<file path="src/sv/plp_pkg.sv">
// Package: shared types, constants and pattern ROM for the LED pattern player.
package plp_pkg;

    localparam int unsigned NumStatus = 9;
    localparam int unsigned SlotBits = 4;
    localparam int unsigned StatusBits = 4;
    localparam int unsigned PeriodBits = 16;
    localparam logic [PeriodBits-1:0] PeriodReset = 16'd50;
    localparam logic [PeriodBits-1:0] ElapsedMax = 16'hFFFF;

    typedef enum logic {
        OP_SET  = 1'b0,
        OP_TICK = 1'b1
    } t_op;

    typedef struct packed {
        t_op                   op;
        logic [StatusBits-1:0] status_index;
        logic                  flag_value;
    } t_item;

    typedef struct packed {
        logic                  red_on;
        logic                  green_on;
        logic [StatusBits-1:0] shown_status;
        logic                  slot_played;
    } t_result;

    localparam logic [15:0] RedRom [NumStatus] = '{
        16'hAAAA, 16'h0000, 16'h0000, 16'h0000, 16'h0101,
        16'hF000, 16'h0000, 16'hCCCC, 16'hFFFF
    };
    localparam logic [15:0] GreenRom [NumStatus] = '{
        16'h5555, 16'hFFFF, 16'hFF00, 16'hCCCC, 16'hFEFE,
        16'h0FFF, 16'h8080, 16'h0000, 16'h0000
    };

    function automatic logic [1:0] pattern_bits(input logic [StatusBits-1:0] status,
                                                input logic [SlotBits-1:0] slot);
        logic [15:0] red_w;
        logic [15:0] green_w;
        red_w   = 16'h0000;
        green_w = 16'h0000;
        for (int k = 0; k < NumStatus; k++) begin
            if (status == StatusBits'(k)) begin
                red_w   = RedRom[k];
                green_w = GreenRom[k];
            end
        end
        if (status >= StatusBits'(NumStatus)) begin
            red_w   = RedRom[0];
            green_w = GreenRom[0];
        end
        return {red_w[slot], green_w[slot]};
    endfunction

endpackage

</file>
<file path="src/sv/plp_in_stage.sv">
// Input register stage: holds one accepted transaction for the engine.
module plp_in_stage (
    input  logic          i_clk,
    input  logic          i_rst_n,
    input  logic          i_valid,
    output logic          o_ready,
    input  plp_pkg::t_item i_item,
    output logic          o_valid,
    input  logic          i_take,
    output plp_pkg::t_item o_item
);
    import plp_pkg::*;

    logic  r_valid;
    t_item r_item;
    logic  n_valid;

    assign o_ready = !r_valid || i_take;
    assign n_valid = (i_valid && o_ready) || (r_valid && !i_take);

    always_ff @(posedge i_clk) begin
        if (!i_rst_n) begin
            r_valid <= 1'b0;
        end else begin
            r_valid <= n_valid;
        end
    end

    always_ff @(posedge i_clk) begin
        if (i_valid && o_ready) begin
            r_item <= i_item;
        end
    end

    assign o_valid = r_valid;
    assign o_item  = r_item;
endmodule

</file>
<file path="src/sv/plp_engine.sv">
// Engine: status flags, priority select, slot timer and result register.
module plp_engine (
    input  logic                              i_clk,
    input  logic                              i_rst_n,
    input  logic                              i_cfg_valid,
    input  logic [plp_pkg::PeriodBits-1:0]    i_cfg_period,
    input  logic                              i_valid,
    input  plp_pkg::t_item                    i_item,
    output logic                              o_take,
    output logic                              o_out_valid,
    input  logic                              i_out_ready,
    output plp_pkg::t_result                  o_result
);
    import plp_pkg::*;

    logic [NumStatus-1:0]  r_flags, n_flags;
    logic [StatusBits-1:0] r_sel, n_sel;
    logic [SlotBits-1:0]   r_slot, n_slot;
    logic [PeriodBits-1:0] r_elapsed, n_elapsed;
    logic                  r_red, n_red;
    logic                  r_green, n_green;
    logic [PeriodBits-1:0] r_period;
    logic                  r_out_valid;
    t_result               r_result, n_result;
    logic                  w_advance;
    logic                  w_fire;
    logic [PeriodBits-1:0] w_elapsed_inc;
    logic [StatusBits-1:0] w_top;
    logic [1:0]            w_bits;
    logic                  w_played;

    assign w_advance = !r_out_valid || i_out_ready;
    assign o_take    = w_advance;
    assign w_fire    = i_valid && w_advance;

    always_comb begin
        n_flags = r_flags;
        if (i_item.status_index < StatusBits'(NumStatus)) begin
            n_flags[i_item.status_index] = i_item.flag_value;
        end
        w_top = '0;
        for (int k = 0; k < NumStatus; k++) begin
            if (n_flags[k]) begin
                w_top = StatusBits'(k);
            end
        end
    end

    assign w_elapsed_inc = (r_elapsed == ElapsedMax) ? r_elapsed : r_elapsed + 1'b1;
    assign w_bits        = pattern_bits(r_sel, r_slot);

    always_comb begin
        n_sel     = r_sel;
        n_slot    = r_slot;
        n_elapsed = r_elapsed;
        n_red     = r_red;
        n_green   = r_green;
        w_played  = 1'b0;
        if (i_item.op == OP_SET) begin
            if (w_top != r_sel) begin
                n_sel  = w_top;
                n_slot = '0;
            end
        end else begin
            n_elapsed = w_elapsed_inc;
            if (w_elapsed_inc >= r_period) begin
                n_red     = w_bits[1];
                n_green   = w_bits[0];
                n_slot    = r_slot + 1'b1;
                n_elapsed = '0;
                w_played  = 1'b1;
            end
        end
        n_result.red_on       = n_red;
        n_result.green_on     = n_green;
        n_result.shown_status = n_sel;
        n_result.slot_played  = w_played;
    end

    always_ff @(posedge i_clk) begin
        if (!i_rst_n) begin
            r_flags     <= NumStatus'(1);
            r_sel       <= '0;
            r_slot      <= '0;
            r_elapsed   <= '0;
            r_red       <= 1'b0;
            r_green     <= 1'b0;
            r_period    <= PeriodReset;
            r_out_valid <= 1'b0;
        end else begin
            if (i_cfg_valid) begin
                r_period <= i_cfg_period;
            end
            if (w_fire) begin
                if (i_item.op == OP_SET) begin
                    r_flags <= n_flags;
                end
                r_sel     <= n_sel;
                r_slot    <= n_slot;
                r_elapsed <= n_elapsed;
                r_red     <= n_red;
                r_green   <= n_green;
            end
            if (w_advance) begin
                r_out_valid <= i_valid;
            end
        end
    end

    always_ff @(posedge i_clk) begin
        if (w_fire) begin
            r_result <= n_result;
        end
    end

    assign o_out_valid = r_out_valid;
    assign o_result    = r_result;
endmodule

</file>
<file path="src/sv/priority_led_pattern_player_core.sv">
// Top level: prioritized status LED pattern player.
// Path from input transaction to result: input register, then result register.
// Throughput: one transaction per cycle while i_out_ready does not stall the result register;
// the engine's state update loop (priority encoder, pattern ROM, slot timer) is combinational.
// Reset: synchronous active-low; flag 0 set, status 0, slot 0, LEDs off, period 50.
module priority_led_pattern_player_core (
    input  logic        i_clk,
    input  logic        i_rst_n,
    input  logic        i_cfg_valid,
    output logic        o_cfg_ready,
    input  logic [15:0] i_cfg_slot_period,
    input  logic        i_in_valid,
    output logic        o_in_ready,
    input  logic        i_op,
    input  logic [3:0]  i_status_index,
    input  logic        i_flag_value,
    output logic        o_out_valid,
    input  logic        i_out_ready,
    output logic        o_red_on,
    output logic        o_green_on,
    output logic [3:0]  o_shown_status,
    output logic        o_slot_played
);
    import plp_pkg::*;

    t_item   w_item_in;
    t_item   w_item;
    t_result w_result;
    logic    w_stage_valid;
    logic    w_take;

    assign o_cfg_ready = 1'b1;

    assign w_item_in.op           = t_op'(i_op);
    assign w_item_in.status_index = i_status_index;
    assign w_item_in.flag_value   = i_flag_value;

    plp_in_stage u_in_stage (
        .i_clk   (i_clk),
        .i_rst_n (i_rst_n),
        .i_valid (i_in_valid),
        .o_ready (o_in_ready),
        .i_item  (w_item_in),
        .o_valid (w_stage_valid),
        .i_take  (w_take),
        .o_item  (w_item)
    );

    plp_engine u_engine (
        .i_clk        (i_clk),
        .i_rst_n      (i_rst_n),
        .i_cfg_valid  (i_cfg_valid),
        .i_cfg_period (i_cfg_slot_period),
        .i_valid      (w_stage_valid),
        .i_item       (w_item),
        .o_take       (w_take),
        .o_out_valid  (o_out_valid),
        .i_out_ready  (i_out_ready),
        .o_result     (w_result)
    );

    assign o_red_on       = w_result.red_on;
    assign o_green_on     = w_result.green_on;
    assign o_shown_status = w_result.shown_status;
    assign o_slot_played  = w_result.slot_played;

    a_status_range: assert property (@(posedge i_clk) disable iff (!i_rst_n)
        o_out_valid |-> (o_shown_status <= 4'd8))
        else $error("shown status out of range");

    a_full_stall: assert property (@(posedge i_clk) disable iff (!i_rst_n)
        (o_out_valid && !i_out_ready && w_stage_valid) |-> !o_in_ready)
        else $error("input accepted while pipeline is full");

    a_result_held: assert property (@(posedge i_clk) disable iff (!i_rst_n)
        (o_out_valid && !i_out_ready) |=> (o_out_valid && $stable(w_result)))
        else $error("stalled result changed");

    a_stage_drains: assert property (@(posedge i_clk) disable iff (!i_rst_n)
        (w_stage_valid && (!o_out_valid || i_out_ready)) |=> o_out_valid)
        else $error("staged transaction did not reach result register");
endmodule

</file>
<file path="config.mk">
export PLATFORM = sky130hd
export DESIGN_NAME = priority_led_pattern_player_core
export DESIGN_NICKNAME = d
export VERILOG_FILES = /design/src/sv/plp_pkg.sv /design/src/sv/plp_in_stage.sv /design/src/sv/plp_engine.sv /design/src/sv/priority_led_pattern_player_core.sv
export SDC_FILE = /design/constraint.sdc
export NUM_CORES = 1
export LEC_CHECK = 0
export ABC_CLOCK_PERIOD_IN_PS = 3150
export BUFFER_PORTS_ARGS = -buffer_cell sky130_fd_sc_hd__clkbuf_2
export CORE_MARGIN = 2
export CORE_UTILIZATION = 40
export CTS_CLUSTER_SIZE = 25
export DETAILED_ROUTE_END_ITERATION = 6
export GPL_TIMING_DRIVEN = 0
export HOLD_SLACK_MARGIN = 0.08
export SLEW_MARGIN = 15
export SYNTH_ARGS = -nofsm -noshare
export SYNTH_HDL_FRONTEND = slang
export SYNTH_SLANG_ARGS = --single-unit
export TNS_END_PERCENT = 5
</file>
<file path="constraint.sdc">
create_clock -name i_clk -period 3.15 [get_ports i_clk]
set_input_delay 0.4725 -clock i_clk [delete_from_list [all_inputs] [get_ports i_clk]]
set_output_delay 0.4725 -clock i_clk [all_outputs]
set_load 0.02 [all_outputs]
</file>
==> Yosys cells after proc, flatten, opt, wreduce, memory -nomap -nowiden <==
Cells that the tools add are included.
{ "totals": {"regBits": 66, "elab_cells": 101} }
{ "classes": {"add_sub_neg": 2, "order_cmp": 6, "n_eq_ne": 11, "n_mux": 48, "bitwise": 1, "reduce_logical": 16} }
{ "op_table": {"columns": ["cell", "n"], "rows": [
  ["$mux W16", 21],
  ["$mux W4", 6],
  ["$add A16 B1 Y16 const B", 1],
  ["$eq A16 B16 Y1 const B", 1],
  ["$eq A4 B3 Y1 const B", 4],
  ["$ge A16 B16 Y1", 1],
  ["$mux W15", 1],
  ["$mux W3", 4],
  ["$lt A4 B5 Y1 const B", 2],
  ["$bwmux W9", 1],
  ["$mux W1", 9],
  ["$mux W9", 1],
  ["$bmux W1 S4", 2],
  ["$eq A4 B2 Y1 const B", 2],
  ["$reduce_and A3 Y1", 2],
  ["$add A4 B1 Y4 const B", 1],
  ["$demux W1 S4", 1],
  ["$eq A4 B1 Y1 const B", 1],
  ["$eq A4 B4 Y1 const B", 1],
  ["$ge A4 B1 Y1 const B", 1],
  ["$ge A4 B4 Y1 const B", 1],
  ["$logic_and A1 B1 Y1", 4],
  ["$logic_not A4 Y1", 1],
  ["$lt A4 B4 Y1 const B", 1],
  ["8 further kinds", 14]
]} }

==> Logic depth before layout (Yosys ltp) <==
{ "logic_depth": {"ltp_word": 17, "ltp_mapped": 16, "ltp_nobuf": 14} }

==> Modules after synthesis <==
Synthesis repeated with hierarchy kept, for this count alone.
{ "unflattened": {"cells_unflattened": 431, "hier_area_um2": 3908.7} }
{ "modules_own_cells": {"columns": ["mod", "instances", "cells_each", "area_each_um2", "seq_area_each_um2"], "rows": [
  ["plp_engine", 1, 418, 3659.8, 1231.2],
  ["plp_in_stage", 1, 11, 237.7, 200.2],
  ["priority_led_pattern_player_core", 1, 2, 11.3, 0.0]
]} }

==> Worst setup path after synthesis <==
OpenSTA, ideal clock, no wires.
{ "synth_path": {"kind": "register -> register", "from": "reg u_engine.r_elapsed[0]", "to": "reg u_engine.r_result (netlist bit u_engine.o_result[5]), data pin", "setup_time_ns": 0.260, "t_arrival_ns": 3.221, "path_slack_ns": -0.331, "stages_incl_launch_ff": 15, "n_path_buf": 1, "synth_period_minus_slack_ns": 3.481, "cell_sequence": "dfxtp_1 -> ha_1 -> inv_1 -> nor3_1 -> or3b_1 -> clkbuf_1 -> nand2_1 -> ha_1 -> a21o_1 -> a21o_1 -> a221oi_1 -> o21ai_1 -> a21oi_1 -> nor2_1 -> mux2_2"} }
{ "synth_via": {"elab_chain_len": 5, "word_cells_on_any_way": 6, "cone_classes": "add/sub (1); order compare (1); eq/ne (1); mux (3)"} }
{ "synth_rtl": {"columns": ["element", "line", "text"], "rows": [
  ["from (decl)", "plp_engine.sv:19", "logic [PeriodBits-1:0] r_elapsed, n_elapsed;"],
  ["from (signal assigned)", "plp_engine.sv:100", "r_elapsed <= n_elapsed;"],
  ["$add A16 B1 Y16 or $eq A16 B16 Y1 (tied branches)", "plp_engine.sv:49", "assign w_elapsed_inc = (r_elapsed == ElapsedMax) ? r_elapsed : r_elapsed + 1'b1;"],
  ["$mux W16 *", "plp_engine.sv:49", null],
  ["$ge A16 B16 Y1 *", "plp_engine.sv:66", "if (w_elapsed_inc >= r_period) begin"],
  ["$mux W1 *", "plp_engine.sv:66", null],
  ["$mux W1 *", "plp_engine.sv:59", "if (i_item.op == OP_SET) begin"],
  ["named net u_engine.n_green", "plp_engine.sv:21", "logic r_green, n_green;"],
  ["to (signal assigned)", "plp_engine.sv:112", "r_result <= n_result;"],
  ["to (decl)", "plp_engine.sv:24", "t_result r_result, n_result;"]
]} }
Mark *: on every way through the listed nets, which the timed path passes. The rest lies on a longest branch.
A chain may end at the register's enable or synchronous reset.

==> Worst setup path in the final report <==
{ "layout_path": {"from": "reg u_engine.r_elapsed[0]", "to": "reg u_engine.r_slot[3]"} }
{ "layout_via": {"elab_chain_len": 5, "word_cells_on_any_way": 6, "cone_classes": "add/sub (1); order compare (1); eq/ne (2); mux (1); reduce/logical (1)"} }
{ "layout_rtl": {"columns": ["element", "line", "text"], "rows": [
  ["$add A16 B1 Y16 or $eq A16 B16 Y1 (tied branches)", "plp_engine.sv:49", null],
  ["$mux W16 *", "plp_engine.sv:49", null],
  ["$ge A16 B16 Y1 *", "plp_engine.sv:66", null],
  ["$ne A2 B1 Y1 (no line) *", null, null],
  ["$reduce_and A3 Y1 (no line) *", null, null],
  ["to (signal assigned)", "plp_engine.sv:99", "r_slot <= n_slot;"],
  ["to (decl)", "plp_engine.sv:18", "logic [SlotBits-1:0] r_slot, n_slot;"]
]} }
Every way passes the cells marked *; elsewhere a longest branch is shown, timed or not.

==> flow_summary.yaml <==
sta:
  slew_viol_final: 0
  fin_worst_skew_ns: 0.008077
  period_needed_ns: 3.516
  fin_ws_ns: -0.3657
  final_period_util: 1.116
  max_freq_mhz: 284.4
  timing.max_slew.rel_slack: 0.4487
  report.final.setup_viol: 25
  hold_ws_ns: 0.3012
  final_setup_tns_ns: -5.674
  grt_setup_unrepaired: "true"
  hold_violations: 0
  worst_pin_slew_ns: 0.8240
clocking:
  cts-root-buf: "clkbuf_8"
  cts_sinks: 65
  cts-buffers-inserted: 9
  tritoncts: "yes"
  cts_hold_buffers: 0
  clockBufferDepth: 2
  htree_num_levels: 3
  cts.clk_slew.worst_paths_ns: 0.07
  worstSkewPairLatency_ns: 0.34
routing:
  drt-initial-drc-count: 149
  drt.antenna.violating_nets: 0
  finalWirelength_um: 9513
  drt_first_pass_iters: 4
  wire_per_inst_um: 15.52
  drt-vias-per-instance: 5.509
  vias: 3377
  remaining_routing_drc_violations: 0
synth:
  synth.top_cell.area_share: 0.2766
  synth-edff-count: 13
  synth.yosys.warnings: 0
  synth_async_sr_flop_share: 0
  post_synth_num_cell_types: 58
  ys_seq_area_frac: 0.3803
  yosys.cell_count.top_type: "dfxtp_1"
  syn_nets: 469
  syn_area_per_cell_sq_um: 8.876
  synthTopCellsByArea: "dfxtp_1 (28%), edfxtp_1 (10%), ha_1 (6.0%)"
  post_synthesis_cells: 424
  synth_ff_type: "dfxtp_1"
  synth_commonest_cells: "dfxtp_1 (52), nand2_1 (39), nor2_1 (39)"
  total_standard_cell_area_after_synthesis_sq_mm: 0.003764
  synth.largest_area_cell: "dfxtp_1"
  yosys_register_bits: 65
die:
  floorplan.core_area_sq_mm: 0.009196
  std_cell_rows: 35
  die-height_um: 101
  die_x_um: 101
  dieArea_sq_mm: 0.01020
  floorplan.initialDensity: 0.4093
  floorplan.io_pins: 37
power_and_ir_drop:
  power_uw: 1745
  pwr_density_cell_mw_per_mm2: 364.1
  clkPwrFrac: 0.348
  swShare: 0.2812
  vdd_drop_max_v: 0.0001937
  power.share.combinational: 0.137
  net-switching-power_uw: 490.7
  intPower_uw: 1254
  seqPwrFrac: 0.515
  power.leakage_uw: 0.001918
global_routing:
  antenna_found_initial: 0
  grt.overflow.total: 0
  met3_usage: 0.04785
  global_route_wire_length_before_repair_um: 15750
  groute.layer.met2.usage: 0.3508
  use_met1: 0.2261
  number_of_global_route_vias_before_repair: 3339
  pin_count_of_the_biggest_net_entering_global_routing: 12
  gr_busiest_metal: "met2"
  global_route.usage.total: 0.1947
layout:
  diodes_inserted: 0
  layout-drive-gt1-share: 0.3028
  stdcell_count: 613
  layout.area.seq_sq_mm: 0.001455
  final_nets: 542
  num-fill-cells: 873
  multiInputGateArea_sq_mm: 0.002430
  synthToLayoutAreaGrowth_pct: 27.33
critical_path:
  cp_num_buf_inv: 3
  worst-endpoint-required_ns: 3.42
  crit_type: "reg2reg"
  setup.worst_path.start_class: "flop"
  maximum_single_stage_delay_on_the_critical_path_ns: 0.47
  cpLargestDelayFamily: "simple AND/OR/NAND/NOR gates"
  cp_cell_sequence: "ha_4, inv_4, nor3_4, or3b_4, mux2_4, ha_4, a21o_1, a21oi_1, o211ai_1, buf_4, a21oi_4, buf_4, or4_4, a211oi_2"
  setup.worst_path.end_class: "flop"
  reg2reg_slack_ns: -0.37
  worstPathArrival_ns: 3.78
  path_max_fanout: 8
  crit_slowest_cell: "or3b_4"
placed_design:
  place_hpwl_um: 6394
  placedCellCount: 568
  number_of_port_buffers: 33
  detailedPlace.worstSlack_ns: -0.6908
  global_placer_s_final_weighted_congestion: 0.8439
status:
  violations: "negative setup slack"
  outcome: "finished with violations"
run:
  maxCapViolCount: 0
hold_path:
  worst_hold_path_type: "in2reg"
[cell type report]
class | count | share of cell area
Buffer | 20 | 0.02115
Clock buffer | 9 | 0.02585
Clock inverter | 7 | 0.007833
Inverter | 26 | 0.02089
Multi-Input combinational cell | 312 | 0.5070
Sequential cell | 65 | 0.3037
Tap cell | 111 | 0.02898
Timing Repair Buffer | 63 | 0.08460
[layer usage]
layer / wire length [um] / up-vias
li1: - / 1689
met1: 4126 / 1594
met2: 4839 / 80
met3: 344 / 14
met4: 202 / 0
met5: 0 / -
[power by group through the flow]
stage | clock (uW) | combinational [uW] | sequential (uW)
6_report | 607 | 239 | 899
5_1_grt | 659 | 267 | 904
4_1_cts | 629 | 228 | 900
3_5_place_dp | 0 | 221 | 921
3_3_place_gp | 0 | 216 | 920
2_1_floorplan | 0 | 155 | 922
[worst paths after layout]
| check | from | endpoint | cells past startpoint |
|---|---|---|---|
| worst max register to register | u_engine.r_elapsed[0]$_SDFFE_PN0P_ | u_engine.r_slot[3]$_SDFFE_PN0P_ | 14 |
| worst min-delay path | i_status_index[3] | u_in_stage.o_item[4]$_DFFE_PP_ | 1 |
| worst min register to register | u_engine.r_flags[1]$_SDFFE_PN0P_ | u_engine.r_flags[1]$_SDFFE_PN0P_ | 2 |
| worst max-delay path | u_engine.r_elapsed[0]$_SDFFE_PN0P_ | u_engine.r_slot[3]$_SDFFE_PN0P_ | 14 |
[stage by stage]
step	instance area, sq um	util
6_report	4792	0.5211
3_5_place_dp	4113	0.4472
5_1_grt	4792	0.5211
2_1_floorplan	3809	-
3_3_place_gp	4113	0.4472
4_1_cts	4586	0.4986
[sequential cells by signal, summed over array words and instances, names as in the netlist, 4 cells and up]
signal,cells
u_engine.r_flags,8
u_in_stage.o_item,6
u_engine.r_period,16
u_engine.o_result,7
u_engine.r_elapsed,16
u_engine.r_sel,4
u_engine.r_slot,4
[cells in the final DEF (no fill, tap or decap), types with 3 or more instances in the layout]
cell type,n
a211oi_1,8
a211oi_2,3
a21o_1,8
a21oi_1,29
a21oi_2,3
a21oi_4,3
buf_4,27
buf_6,4
clkbuf_1,14
clkbuf_2,33
clkbuf_8,11
clkinv_2,3
dfxtp_1,41
dfxtp_2,7
dfxtp_4,4
edfxtp_1,13
ha_1,13
ha_4,5
inv_1,25
mux2_2,3
mux2_4,6
mux2i_1,22
nand2_1,37
nand2b_1,3
nand3_1,13
nand3_2,3
nand4_1,8
nor2_1,36
nor2b_1,3
nor3_1,5
nor4b_2,3
o211ai_1,7
o21ai_0,9
o21ai_1,8
o31ai_1,3
or4_1,7
or4_4,3
xnor2_1,7
[cells by family (layout without fill, tap and decap cells)]
kind of cell | count (synthesis) | in the layout | synth area share
AO/OA/AOI/OAI | 100 | 100 | 0.1739
flip-flops | 65 | 65 | 0.3803
multiplexers | 35 | 35 | 0.1054
adder cells (fa/ha/maj) | 18 | 18 | 0.05984
XOR/XNOR | 11 | 11 | 0.02560
other | 1 | 1 | 0.0009964
buffers and inverters | 47 | 125 | 0.04854
AND/OR/NAND/NOR | 147 | 147 | 0.2055
[what timing repair did]
action,4_1_cts,5_1_grt
pin swaps,27,34
endpoints found under the setup margin,25,25
resized for setup,42,32
buffers inserted,21,10
Note: power is estimated with default switching activity, not from simulation.
